**config.mk**
```make
export PLATFORM = sky130hd
export DESIGN_NAME = async_hdlc_frame_receiver_flat
export DESIGN_NICKNAME = d
export VERILOG_FILES = /design/src/design/ahfr_pkg.sv /design/src/design/ahfr_if.sv /design/src/design/async_hdlc_frame_receiver.sv /design/src/design/ahfr_ring.sv /design/src/flat_wrapper.sv
export SDC_FILE = /design/constraint.sdc
export NUM_CORES = 1
export LEC_CHECK = 0
export BUFFER_PORTS_ARGS = -buffer_cell sky130_fd_sc_hd__buf_2
export CORE_UTILIZATION = 57
export DETAILED_ROUTE_END_ITERATION = 10
export MAX_ROUTING_LAYER = met4
export PLACE_DENSITY = 0.79
export SYNTH_ARGS = -nofsm -noshare
export SYNTH_HDL_FRONTEND = slang
export SYNTH_SLANG_ARGS = --single-unit
```
**constraint.sdc**
```tcl
create_clock -name clk_i -period 7.6 [get_ports clk_i]
set_input_delay 0.38 -clock clk_i [delete_from_list [all_inputs] [get_ports clk_i]]
set_output_delay 0.38 -clock clk_i [all_outputs]
set_load 0.01 [all_outputs]
```
**src/design/ahfr_pkg.sv**
```systemverilog
`timescale 1ns / 1ps
// ----------------------------------------------------------------------------
// ahfr_pkg
// Shared types and constants for the async HDLC frame receiver.
// ----------------------------------------------------------------------------
package ahfr_pkg;

  localparam int MaxFrameBytes = 256;
  localparam int MaxRingSlots  = 64;

  localparam int ByteW  = 8;
  localparam int CountW = 9;
  localparam int IndexW = 8;
  localparam int SlotW  = 6;
  localparam int RingW  = 7;
  localparam int TimeW  = 32;
  localparam int EventW = 2;
  localparam int KindW  = 2;
  localparam int CfgW   = 8;
  localparam int CfgIdxW = 3;

  localparam logic [EventW-1:0] EvByte    = 2'd0;
  localparam logic [EventW-1:0] EvCtlEnd  = 2'd1;
  localparam logic [EventW-1:0] EvPipeEnd = 2'd2;

  localparam logic [KindW-1:0] KindAwait = 2'd0;
  localparam logic [KindW-1:0] KindCtl   = 2'd1;
  localparam logic [KindW-1:0] KindPipe  = 2'd2;

  localparam logic [CfgIdxW-1:0] CfgStart    = 3'd0;
  localparam logic [CfgIdxW-1:0] CfgEnd      = 3'd1;
  localparam logic [CfgIdxW-1:0] CfgEscape   = 3'd2;
  localparam logic [CfgIdxW-1:0] CfgMask     = 3'd3;
  localparam logic [CfgIdxW-1:0] CfgPipeId   = 3'd4;
  localparam logic [CfgIdxW-1:0] CfgSlots    = 3'd5;
  localparam logic [CfgIdxW-1:0] CfgPerBlock = 3'd6;

  typedef struct packed {
    logic rewind;
    logic advance;
  } ring_ctrl_t;

  typedef struct packed {
    logic [SlotW-1:0] fill_slot;
    logic             block_done;
    logic [SlotW-1:0] block_start_slot;
  } ring_stat_t;

endpackage

```
**src/design/ahfr_if.sv**
```systemverilog
`timescale 1ns / 1ps
// ----------------------------------------------------------------------------
// ahfr_in_if / ahfr_out_if
// Valid/ready channels for received words and decoded result words.
// ----------------------------------------------------------------------------
interface ahfr_in_if;
  logic        valid;
  logic        ready;
  logic        command;
  logic [7:0]  rx_byte;
  logic [31:0] time_us;

  modport source (output valid, command, rx_byte, time_us, input ready);
  modport sink   (input valid, command, rx_byte, time_us, output ready);
endinterface

interface ahfr_out_if;
  logic        valid;
  logic        ready;
  logic [1:0]  event_res;
  logic [7:0]  data_byte;
  logic [7:0]  byte_index;
  logic        is_pipe;
  logic [5:0]  slot;
  logic [8:0]  frame_length;
  logic [31:0] arrival_stamp;
  logic        block_done;
  logic [5:0]  block_start_slot;
  logic        overflowed;

  modport source (output valid, event_res, data_byte, byte_index, is_pipe, slot,
                  frame_length, arrival_stamp, block_done, block_start_slot,
                  overflowed, input ready);
  modport sink   (input valid, event_res, data_byte, byte_index, is_pipe, slot,
                  frame_length, arrival_stamp, block_done, block_start_slot,
                  overflowed, output ready);
endinterface

```
**src/design/async_hdlc_frame_receiver.sv**
```systemverilog
`timescale 1ns / 1ps
// ----------------------------------------------------------------------------
// async_hdlc_frame_receiver
// Async HDLC byte unstuffing deframer with pipe ring bookkeeping.
// ----------------------------------------------------------------------------
// One received word is taken per clock. A word is held in an input register and
// decoded against the frame state into the result register, where its result
// (if any) appears; the result register's handshake is the only thing that can
// hold the input side off.
// Configuration must be written while no word is in flight.
module async_hdlc_frame_receiver (
  input  logic                         clk_i,
  input  logic                         rst_ni,
  ahfr_in_if.sink                      rx_i,
  ahfr_out_if.source                   res_o,
  input  logic                         cfg_we_i,
  input  logic [ahfr_pkg::CfgIdxW-1:0] cfg_idx_i,
  input  logic [ahfr_pkg::CfgW-1:0]    cfg_data_i
);
  import ahfr_pkg::*;

  // configuration
  logic [7:0] start_q, end_q, esc_code_q, mask_q, pipe_id_q;
  logic [6:0] slots_q, per_block_q;

  always_ff @(posedge clk_i or negedge rst_ni) begin
    if (!rst_ni) begin
      start_q     <= 8'd126;
      end_q       <= 8'd125;
      esc_code_q  <= 8'd124;
      mask_q      <= 8'd32;
      pipe_id_q   <= 8'd0;
      slots_q     <= 7'd64;
      per_block_q <= 7'd16;
    end else if (cfg_we_i) begin
      case (cfg_idx_i)
        CfgStart:    start_q     <= cfg_data_i;
        CfgEnd:      end_q       <= cfg_data_i;
        CfgEscape:   esc_code_q  <= cfg_data_i;
        CfgMask:     mask_q      <= cfg_data_i;
        CfgPipeId:   pipe_id_q   <= cfg_data_i;
        CfgSlots:    slots_q     <= cfg_data_i[6:0];
        CfgPerBlock: per_block_q <= cfg_data_i[6:0];
        default: ;
      endcase
    end
  end

  // input stage
  logic             s1_valid_q, s1_cmd_q;
  logic [ByteW-1:0] s1_byte_q;
  logic [TimeW-1:0] s1_time_q;
  logic             out_valid_q;
  logic             advance, rx_take;

  assign advance    = s1_valid_q && (!out_valid_q || res_o.ready);
  assign rx_i.ready = !s1_valid_q || advance;
  assign rx_take    = rx_i.valid && rx_i.ready;

  always_ff @(posedge clk_i or negedge rst_ni) begin
    if (!rst_ni) begin
      s1_valid_q <= 1'b0;
    end else if (rx_take) begin
      s1_valid_q <= 1'b1;
    end else if (advance) begin
      s1_valid_q <= 1'b0;
    end
  end

  always_ff @(posedge clk_i) begin
    if (rx_take) begin
      s1_cmd_q  <= rx_i.command;
      s1_byte_q <= rx_i.rx_byte;
      s1_time_q <= rx_i.time_us;
    end
  end

  // frame state
  logic              esc_q, esc_d, in_frame_q, in_frame_d, ovf_q, ovf_d;
  logic [KindW-1:0]  kind_q, kind_d;
  logic [CountW-1:0] count_q, count_d;

  ring_ctrl_t ring_ctrl;
  ring_stat_t ring_stat;

  ahfr_ring u_ring (
    .clk_i        (clk_i),
    .rst_ni       (rst_ni),
    .ctrl_i       (ring_ctrl),
    .ring_slots_i (slots_q),
    .per_block_i  (per_block_q),
    .stat_o       (ring_stat)
  );

  logic              emit, store;
  logic [ByteW-1:0]  store_val;
  logic [EventW-1:0] r_event;
  logic [ByteW-1:0]  r_data;
  logic [IndexW-1:0] r_index;
  logic              r_pipe, r_block_done, r_ovf;
  logic [SlotW-1:0]  r_slot, r_block_slot;
  logic [CountW-1:0] r_len;
  logic [TimeW-1:0]  r_stamp;

  always_comb begin
    esc_d        = esc_q;
    in_frame_d   = in_frame_q;
    ovf_d        = ovf_q;
    kind_d       = kind_q;
    count_d      = count_q;
    ring_ctrl    = '0;
    emit         = 1'b0;
    store        = 1'b0;
    store_val    = s1_byte_q;
    r_event      = EvByte;
    r_data       = '0;
    r_index      = '0;
    r_pipe       = 1'b0;
    r_slot       = '0;
    r_len        = '0;
    r_stamp      = '0;
    r_block_done = 1'b0;
    r_block_slot = '0;
    r_ovf        = 1'b0;

    if (s1_cmd_q) begin
      ring_ctrl.rewind = 1'b1;
    end else if (in_frame_q && s1_byte_q == end_q) begin
      in_frame_d = 1'b0;
      esc_d      = 1'b0;
      kind_d     = KindAwait;
      r_len      = count_q;
      r_ovf      = ovf_q;
      if (kind_q == KindCtl) begin
        emit    = 1'b1;
        r_event = EvCtlEnd;
      end else if (kind_q == KindPipe) begin
        emit              = 1'b1;
        ring_ctrl.advance = 1'b1;
        r_event           = EvPipeEnd;
        r_pipe            = 1'b1;
        r_slot            = ring_stat.fill_slot;
        r_stamp           = s1_time_q;
        r_block_done      = ring_stat.block_done;
        r_block_slot      = ring_stat.block_start_slot;
      end
    end else if (s1_byte_q == start_q) begin
      in_frame_d = 1'b1;
      esc_d      = 1'b0;
      kind_d     = KindAwait;
      count_d    = '0;
      ovf_d      = 1'b0;
    end else if (!in_frame_q) begin
      // idle line: dropped
    end else if (kind_q == KindAwait) begin
      kind_d = (s1_byte_q == pipe_id_q) ? KindPipe : KindCtl;
      store  = 1'b1;
    end else if (s1_byte_q == esc_code_q) begin
      esc_d = 1'b1;
    end else if (esc_q) begin
      esc_d     = 1'b0;
      store     = 1'b1;
      store_val = s1_byte_q ^ mask_q;
    end else begin
      store = 1'b1;
    end

    if (store) begin
      if (count_q >= CountW'(MaxFrameBytes)) begin
        ovf_d = 1'b1;
      end else begin
        emit    = 1'b1;
        r_event = EvByte;
        r_data  = store_val;
        r_index = count_q[IndexW-1:0];
        r_pipe  = (kind_d == KindPipe);
        r_slot  = (kind_d == KindPipe) ? ring_stat.fill_slot : '0;
        count_d = count_q + CountW'(1);
      end
    end

    if (!advance) begin
      ring_ctrl = '0;
    end
  end

  always_ff @(posedge clk_i or negedge rst_ni) begin
    if (!rst_ni) begin
      esc_q      <= 1'b0;
      in_frame_q <= 1'b0;
      ovf_q      <= 1'b0;
      kind_q     <= KindAwait;
      count_q    <= '0;
    end else if (advance) begin
      esc_q      <= esc_d;
      in_frame_q <= in_frame_d;
      ovf_q      <= ovf_d;
      kind_q     <= kind_d;
      count_q    <= count_d;
    end
  end

  // result register
  always_ff @(posedge clk_i or negedge rst_ni) begin
    if (!rst_ni) begin
      out_valid_q <= 1'b0;
    end else if (advance) begin
      out_valid_q <= emit;
    end else if (res_o.ready) begin
      out_valid_q <= 1'b0;
    end
  end

  always_ff @(posedge clk_i) begin
    if (advance && emit) begin
      res_o.event_res        <= r_event;
      res_o.data_byte        <= r_data;
      res_o.byte_index       <= r_index;
      res_o.is_pipe          <= r_pipe;
      res_o.slot             <= r_slot;
      res_o.frame_length     <= r_len;
      res_o.arrival_stamp    <= r_stamp;
      res_o.block_done       <= r_block_done;
      res_o.block_start_slot <= r_block_slot;
      res_o.overflowed       <= r_ovf;
    end
  end

  assign res_o.valid = out_valid_q;

  // checks
  a_count_max: assert property (@(posedge clk_i) disable iff (!rst_ni)
    count_q <= CountW'(MaxFrameBytes))
    else $error("byte count past frame limit");

  a_await_empty: assert property (@(posedge clk_i) disable iff (!rst_ni)
    (in_frame_q && kind_q == KindAwait) |-> (count_q == '0))
    else $error("bytes counted before frame id");

  a_block_pipe: assert property (@(posedge clk_i) disable iff (!rst_ni)
    (out_valid_q && res_o.block_done) |-> (res_o.event_res == EvPipeEnd))
    else $error("block flag on non-pipe result");

  a_no_drop: assert property (@(posedge clk_i) disable iff (!rst_ni)
    (out_valid_q && !res_o.ready) |=> out_valid_q)
    else $error("pending result lost");

endmodule

```
**src/design/ahfr_ring.sv**
```systemverilog
`timescale 1ns / 1ps
// ----------------------------------------------------------------------------
// ahfr_ring
// Pipe ring bookkeeping: fill slot, block start slot and packet counter.
// ----------------------------------------------------------------------------
module ahfr_ring (
  input  logic                  clk_i,
  input  logic                  rst_ni,
  input  ahfr_pkg::ring_ctrl_t  ctrl_i,
  input  logic [6:0]            ring_slots_i,
  input  logic [6:0]            per_block_i,
  output ahfr_pkg::ring_stat_t  stat_o
);
  import ahfr_pkg::*;

  logic [SlotW-1:0] fill_q, fill_d, block_q, block_d;
  logic [RingW-1:0] pkt_q, pkt_d;
  logic [RingW-1:0] slots_eff, per_eff, fill_inc, pkt_inc;
  logic [SlotW-1:0] fill_next;
  logic             done;

  always_comb begin
    if (ring_slots_i == '0) begin
      slots_eff = RingW'(1);
    end else if (ring_slots_i > RingW'(MaxRingSlots)) begin
      slots_eff = RingW'(MaxRingSlots);
    end else begin
      slots_eff = ring_slots_i;
    end
    per_eff   = (per_block_i == '0) ? RingW'(1) : per_block_i;
    fill_inc  = RingW'(fill_q) + RingW'(1);
    fill_next = (fill_inc >= slots_eff) ? '0 : fill_inc[SlotW-1:0];
    pkt_inc   = pkt_q + RingW'(1);
    done      = (pkt_inc == per_eff);
  end

  always_comb begin
    fill_d  = fill_q;
    block_d = block_q;
    pkt_d   = pkt_q;
    if (ctrl_i.rewind) begin
      fill_d  = '0;
      block_d = '0;
      pkt_d   = '0;
    end else if (ctrl_i.advance) begin
      fill_d = fill_next;
      pkt_d  = done ? '0 : pkt_inc;
      if (done) begin
        block_d = fill_next;
      end
    end
  end

  always_ff @(posedge clk_i or negedge rst_ni) begin
    if (!rst_ni) begin
      fill_q  <= '0;
      block_q <= '0;
      pkt_q   <= '0;
    end else begin
      fill_q  <= fill_d;
      block_q <= block_d;
      pkt_q   <= pkt_d;
    end
  end

  assign stat_o.fill_slot        = fill_q;
  assign stat_o.block_done       = done;
  assign stat_o.block_start_slot = done ? block_q : '0;

endmodule
```
**src/flat_wrapper.sv**
```systemverilog
// flat-port wrapper written by rule: the top's interface ports become plain ports
module async_hdlc_frame_receiver_flat import ahfr_pkg::*;
  (clk_i, rst_ni, cfg_we_i, cfg_idx_i, cfg_data_i, rx_i_valid, rx_i_command, rx_i_rx_byte, rx_i_time_us, rx_i_ready, res_o_valid, res_o_event_res, res_o_data_byte, res_o_byte_index, res_o_is_pipe, res_o_slot, res_o_frame_length, res_o_arrival_stamp, res_o_block_done, res_o_block_start_slot, res_o_overflowed, res_o_ready);
  ahfr_in_if rx_i_i ();
  ahfr_out_if res_o_i ();
  input  logic clk_i;
  input  logic rst_ni;
  input  logic cfg_we_i;
  input  logic [ahfr_pkg::CfgIdxW-1:0] cfg_idx_i;
  input  logic [ahfr_pkg::CfgW-1:0] cfg_data_i;
  input wire logic [$bits(rx_i_i.valid)-1:0] rx_i_valid;
  input wire logic [$bits(rx_i_i.command)-1:0] rx_i_command;
  input wire logic [$bits(rx_i_i.rx_byte)-1:0] rx_i_rx_byte;
  input wire logic [$bits(rx_i_i.time_us)-1:0] rx_i_time_us;
  output wire logic [$bits(rx_i_i.ready)-1:0] rx_i_ready;
  output wire logic [$bits(res_o_i.valid)-1:0] res_o_valid;
  output wire logic [$bits(res_o_i.event_res)-1:0] res_o_event_res;
  output wire logic [$bits(res_o_i.data_byte)-1:0] res_o_data_byte;
  output wire logic [$bits(res_o_i.byte_index)-1:0] res_o_byte_index;
  output wire logic [$bits(res_o_i.is_pipe)-1:0] res_o_is_pipe;
  output wire logic [$bits(res_o_i.slot)-1:0] res_o_slot;
  output wire logic [$bits(res_o_i.frame_length)-1:0] res_o_frame_length;
  output wire logic [$bits(res_o_i.arrival_stamp)-1:0] res_o_arrival_stamp;
  output wire logic [$bits(res_o_i.block_done)-1:0] res_o_block_done;
  output wire logic [$bits(res_o_i.block_start_slot)-1:0] res_o_block_start_slot;
  output wire logic [$bits(res_o_i.overflowed)-1:0] res_o_overflowed;
  input wire logic [$bits(res_o_i.ready)-1:0] res_o_ready;
  assign rx_i_i.valid = rx_i_valid;
  assign rx_i_i.command = rx_i_command;
  assign rx_i_i.rx_byte = rx_i_rx_byte;
  assign rx_i_i.time_us = rx_i_time_us;
  assign rx_i_ready = rx_i_i.ready;
  assign res_o_valid = res_o_i.valid;
  assign res_o_event_res = res_o_i.event_res;
  assign res_o_data_byte = res_o_i.data_byte;
  assign res_o_byte_index = res_o_i.byte_index;
  assign res_o_is_pipe = res_o_i.is_pipe;
  assign res_o_slot = res_o_i.slot;
  assign res_o_frame_length = res_o_i.frame_length;
  assign res_o_arrival_stamp = res_o_i.arrival_stamp;
  assign res_o_block_done = res_o_i.block_done;
  assign res_o_block_start_slot = res_o_i.block_start_slot;
  assign res_o_overflowed = res_o_i.overflowed;
  assign res_o_i.ready = res_o_ready;
  async_hdlc_frame_receiver u_core (.clk_i(clk_i), .rst_ni(rst_ni), .rx_i(rx_i_i), .res_o(res_o_i), .cfg_we_i(cfg_we_i), .cfg_idx_i(cfg_idx_i), .cfg_data_i(cfg_data_i));
endmodule
```
=== Word-level counts from Yosys, hierarchy flattened ===
Cells that the tools add are included.

* Add/subtract/negate cells: 3
* Magnitude comparators: 3
* Eq/ne operators: 15
* Multiplexer cells: 78
* Bitwise logic cells: 6
* Reduce and logical (&&, ||, !) cells: 32

{| class="wikitable"
|+ Operators with widths
! operator !! number
|-
| 6-bit two-way mux || 13
|-
| 8-bit two-way mux || 7
|-
| 9-bit two-way mux || 5
|-
| 7-bit two-way mux || 6
|-
| 1-bit two-way mux || 34
|-
| 8-bit == test || 4
|-
| 2-bit two-way mux || 13
|-
| 2-bit AND reduction || 8
|-
| 7-bit zero test || 2
|-
| 2-bit nonzero test || 5
|-
| 9-bit by 1-bit adder with 9-bit output, second input constant || 1
|-
| 3-bit == test, second input constant || 3
|-
| 9-bit >= comparator, second input constant || 1
|-
| 8-bit bitwise XOR || 1
|-
| 6-bit by 1-bit adder with 7-bit output, second input constant || 1
|-
| 7-bit by 1-bit adder with 7-bit output, second input constant || 1
|-
| 7-bit == test || 1
|-
| 7-bit >= comparator || 1
|-
| 7-bit > comparator, second input constant || 1
|-
| 3-bit by 2-bit == test with 1-bit output, second input constant || 2
|-
| 1-bit inverter || 5
|-
| 5-bit OR reduction || 1
|-
| 2-bit == test, second input constant || 2
|-
| 1-bit logical AND || 4
|-
| 12 further kinds || 15
|}

* Bits in registers: 204
* Input bits: 57

=== Longest topological paths before layout ===
* Word-level depth: 11
* Gate-level depth with buffers: 11

=== Cells and area by module ===
Synthesis repeated with hierarchy kept, for this count alone.

* Cell total of the unflattened synthesis: 670
* Area total of the unflattened synthesis: 9107.5 sq um

{| class="wikitable"
|+ By module, submodules not included
! module !! instances !! cells each !! area each (sq um) !! seq. area each (sq um)
|-
| async_hdlc_frame_receiver || 1 || 499 || 7617.3 || 5230.0
|-
| ahfr_ring || 1 || 171 || 1490.2 || 475.5
|}

=== Worst setup path before layout ===
No wires, ideal clock.

* Path kind: register to register
* From: reg u_core.s1_byte_q[2]
* To: reg u_core.res_o.arrival_stamp[0] in the netlist's numbering, enable pin
* Setup time: 0.507 ns
* Data arrival time: 4.729 ns
* Data required time: 7.093 ns
* Slack: 2.364 ns
* Cell stages (with the launch flop): 10
* Clock period less this slack: 5.236 ns
* Path through: edfxtp_1 -> clkbuf_1 -> xor2_1 -> nor4_1 -> a311oi_1 -> and3_1 -> buf_6 -> buf_2 -> a21oi_1 -> nor2_1

* Cells in the longest elaborated chain, start to end: 9
* Elaborated cells between the ends (all ways): 15
* Those cells by class: 3 x eq/ne; 10 x mux; 2 x reduce/logical

{| class="wikitable"
|+ Ends and longest elaborated chain
! what !! RTL line !! RTL
|-
| start, declared || async_hdlc_frame_receiver.sv:51 || <nowiki>logic [ByteW-1:0] s1_byte_q;</nowiki>
|-
| start signal, assigned || async_hdlc_frame_receiver.sv:73 || <nowiki>s1_byte_q <= rx_i.rx_byte;</nowiki>
|-
| 8-bit == test || async_hdlc_frame_receiver.sv:158 || <nowiki>end else if (s1_byte_q == esc_code_q) begin</nowiki>
|-
| 1-bit two-way mux || async_hdlc_frame_receiver.sv:158 ||
|-
| 1-bit two-way mux || async_hdlc_frame_receiver.sv:155 || <nowiki>end else if (kind_q == KindAwait) begin</nowiki>
|-
| 1-bit two-way mux || async_hdlc_frame_receiver.sv:153 || <nowiki>end else if (!in_frame_q) begin</nowiki>
|-
| 1-bit two-way mux || async_hdlc_frame_receiver.sv:147 || <nowiki>end else if (s1_byte_q == start_q) begin</nowiki>
|-
| 1-bit two-way mux || async_hdlc_frame_receiver.sv:128 || <nowiki>end else if (in_frame_q && s1_byte_q == end_q) begin</nowiki>
|-
| 1-bit two-way mux || async_hdlc_frame_receiver.sv:126 || <nowiki>if (s1_cmd_q) begin</nowiki>
|-
| 1-bit two-way mux (*) || async_hdlc_frame_receiver.sv:168 || <nowiki>if (store) begin</nowiki>
|-
| 1-bit logical AND (*) || async_hdlc_frame_receiver.sv:215 || <nowiki>if (advance && emit) begin</nowiki>
|-
| end signal, assigned || async_hdlc_frame_receiver.sv:222 || <nowiki>res_o.arrival_stamp <= r_stamp;</nowiki>
|-
| end, declared || ahfr_if.sv:32 || <nowiki>frame_length, arrival_stamp, block_done, block_start_slot,</nowiki>
|}

Every way passes the cells marked *; elsewhere a longest branch is shown, timed or not.
A chain may end at the register's enable or synchronous reset.

=== Worst setup path after layout ===
* From: reg u_core.s1_byte_q[7]
* To: reg u_core.res_o.arrival_stamp[0] in the netlist's numbering, enable pin

Same word-level chain as after synthesis.

==> flow_summary.toml <==
[synth]
async_reset_ff_share_pct = 43.6
seq_area_frac_synth_pct = 64.2
ys_warn_count = 0
synth_area_sq_mm = 0.00888
synth_adder_area_share_pct = 1.97
synth.area.top_cells = "edfxtp_1 39%, dfrtp_1 19%, mux2_2 6.8%, dfstp_2 5.9%, and2_1 3.8%"
ys_seq_elements = 204
synth_compound_area_share_pct = 4.87
synth_edf_count = 115
synth_xor_area_share_pct = 4.59
synthSimpleGateAreaFrac_pct = 13.9
synth_top_area_share_pct = 38.9
synth_top_cell_by_area = "edfxtp_1"
syn_nets = 720
synth_cell_types = 53
syn_area_per_cell_sq_um = 13.7
synth_top_family_by_area = "simple AND/OR/NAND/NOR gates"
synthMuxAreaShare_pct = 7.86
syn_inst = 649
synth_ff_type = "edfxtp_1"

[global_route]
grt.total_usage_pct = 24.1
grt_overflow = 0
grt_pass1_vias = 5607
grt_pass1_wl_microns = 29300
antenna_found_initial = 1
grt_max_degree = 90

[detailed_routing]
route.top_layer_used = "met4"
vias = 5580
drt_wl_total_microns = 18300
drt.antenna.violating_nets = 0
drc = 0
wire_per_inst_microns = 18.5
viasPerCell = 5.65
met1Wirelength_microns = 7740
routed-wl-met3_microns = 972
dr.pass1.iters = 5
wl_met2_microns = 9050
drt_iter0_markers = 310

[timing]
fin_tns_setup_ns = 0
rsz0062_at_grt = "no"
slew_viol_final = 0
period_share_pct = 43.0
slew_headroom_pct = 17.7
worstMarginPinSlew_ns = 1.22
finalHoldViolations = 0
setup_viol = 0
period_minus_slack_ns = 3.27
fin_skew_ns = 0.0100
fmax_ghz = 0.306

[place]
dpl.cell_count = 946
dp_hpwl_microns = 12900
place.gp.congestion = 0.876
port_buffers = 132

[clock_tree]
cts_tree = "built"
post_cts_resized = 0
htree_levels = 1
cts_root_buffer = "clkbuf_16"
clockBufferDepth = 3
hold_buffers = 0
clkLatencyLatePin_ns = 0.51
clk_pin_slew_worst_paths_ns = 0.06
cts_inserted_buffers = 22
cts_setup_buffers = 0
cts.sinks = 204

[finish]
stdcell_count = 987
final_util_pct = 68.2
drive_gt1_share_pct = 32.0
regArea_sq_mm = 0.00571
nets = 853
multi_input_area_sq_mm = 0.00296
syn_to_final_growth_pct = 16.7
fillerInstances = 1068

[die]
fp.dieH_microns = 127
fp.dieW_microns = 127
die_area_sq_mm = 0.0161
fp-row-count = 45
start_util_pct = 58.4
ios = 133
core_area_sq_mm = 0.0152

[setup_path]
startpoint_type = "flip-flop"
critPathCaptureType = "flip-flop"
path_max_fanout = 47
arrival_ns = 3.40
cp.required_ns = 7.74
worstSetupPathType = "reg -> reg"

[pwr]
power_density_mw_per_mm2 = 288
ir_drop_uv = 190
p_leak_uw = 0.00436

[run_status]
outcome = "finished clean"

[hold_path]
hold_class = "in -> reg"

[flow_run]
drv_cap = 0
==> layer usage <==
metal | track usage [%] | up-vias
met5 | - | -
met4 | 7.56 | 0
met3 | 4.09 | 40
met2 | 39.5 | 182
met1 | 30.9 | 2734
li1 | - | 2624
==> final cells by class <==
class / count / share of cell area (%)
Clock inverter: 11 / 1.13
Timing Repair Buffer: 137 / 6.76
Clock buffer: 29 / 5.57
Sequential cell: 204 / 55.1
Inverter: 17 / 0.616
Antenna cell: 1 / 0.0241
Tap cell: 188 / 2.27
Multi-Input combinational cell: 400 / 28.6
==> placed cells by master (no fill, tap or decap), drive strengths merged, types with 5 or more instances in the layout <==
cell / netlist / layout
buf: 18 / 137
edfxtp: 115 / 115
dfrtp: 69 / 69
mux2: 54 / 54
and2: 54 / 54
nand2: 39 / 39
clkbuf: 10 / 29
xor2: 28 / 28
nand3: 26 / 26
dfstp: 20 / 20
inv: 17 / 17
nor2: 17 / 17
nand4: 16 / 16
xnor2: 16 / 16
ha: 14 / 14
and3: 13 / 13
nand2b: 11 / 11
nor3: 10 / 10
o21ai: 10 / 10
a32o: 9 / 9
mux2i: 9 / 9
nor4: 8 / 8
nor2b: 8 / 8
clkinv: 0 / 8
a21o: 5 / 5
a31oi: 5 / 5
a21oi: 5 / 5
==> worst paths after layout <==
| path | slack [ns] | start | cells after the start | end |
|---|---|---|---|---|
| min in group asynchronous | 0.08 | rst_ni | 1 | u_core.esc_code_q[7] |
| worst max-delay path | 4.33 | u_core.s1_byte_q[7] | 7 | u_core.res_o.arrival_stamp[0] |
| max in group asynchronous | 6.80 | rst_ni | 1 | u_core.u_ring.fill_q[4] |
| worst min-delay path | 0.05 | rx_i_rx_byte[4] | 1 | u_core.s1_byte_q[4] |
| worst min register to register | 0.51 | u_core.esc_q | 1 | u_core.esc_q |
| worst max register to register | 4.33 | u_core.s1_byte_q[7] | 7 | u_core.res_o.arrival_stamp[0] |
==> cells by family (layout without fill, tap and decap cells) <==
group / Yosys count / in the layout
XOR/XNOR: 44 / 44
buffers and inverters: 45 / 194
adder cells (fa/ha/maj): 14 / 14
other: 0 / 1
AO/OA/AOI/OAI: 58 / 58
multiplexers: 63 / 63
flip-flops: 204 / 204
AND/OR/NAND/NOR: 221 / 221
==> where the power goes <==
group | total, uW | internal [uW] | switching, uW | leakage, uW
clock network | 1020 | 605 | 418 | 0.000338
registers | 1490 | 1360 | 127 | 0.00217
logic | 475 | 215 | 260 | 0.00185
==> worst max-delay path: stages, from the launching register on <==
cell and delay (ns):
edfxtp_1 0.53, xnor2_2 0.19, nand2_1 0.14, or4b_1 0.46
and3_1 0.27, a21oi_1 0.09, nor2_4 0.58, buf_4 0.61
==> stage by stage <==
step / total power [uW] / hold slack [ns] / setup slack [ns] / instance area (sq um)
2_1_floorplan: 1820 / 0.0844 / 2.36 / 8880
3_3_place_gp: 1950 / 0.473 / 4.50 / 9670
3_5_place_dp: 1980 / 0.490 / 4.37 / 9670
4_1_cts: 3010 / 0.0373 / 4.36 / 10400
5_1_grt: 3120 / 0.0364 / 4.12 / 10400
6_report: 2990 / 0.0485 / 4.33 / 10400
==> registers in the layout, indices dropped and copies added, names as in the netlist, 6 cells and up <==
signal / cells
u_core.res_o.data_byte: 8
u_core.count_q: 9
u_core.res_o.frame_length: 9
u_core.u_ring.pkt_q: 7
u_core.s1_time_q: 32
u_core.start_q: 8
u_core.per_block_q: 7
u_core.esc_code_q: 8
u_core.mask_q: 8
u_core.s1_byte_q: 8
u_core.pipe_id_q: 8
u_core.res_o.byte_index: 8
u_core.slots_q: 7
u_core.u_ring.block_q: 6
u_core.res_o.arrival_stamp: 32
u_core.res_o.slot: 6
u_core.res_o.block_start_slot: 6
u_core.u_ring.fill_q: 6
u_core.end_q: 8
==> cells in the mapped netlist (5+ instances only) <==
master,n
edfxtp_1,115
dfrtp_1,69
and2_1,54
mux2_2,54
nand2_1,39
xor2_1,28
nand3_1,26
dfstp_2,20
inv_1,17
nor2_1,17
nand4_1,16
ha_1,14
and3_1,13
xnor2_1,13
nand2b_1,11
clkbuf_1,10
a32o_1,9
mux2i_1,9
nor3_1,9
buf_2,8
nor2b_1,8
nor4_1,8
buf_6,7
o21ai_0,7
a21o_1,5
a31oi_1,5
No activity file was read; power rests on OpenSTA's default activity.
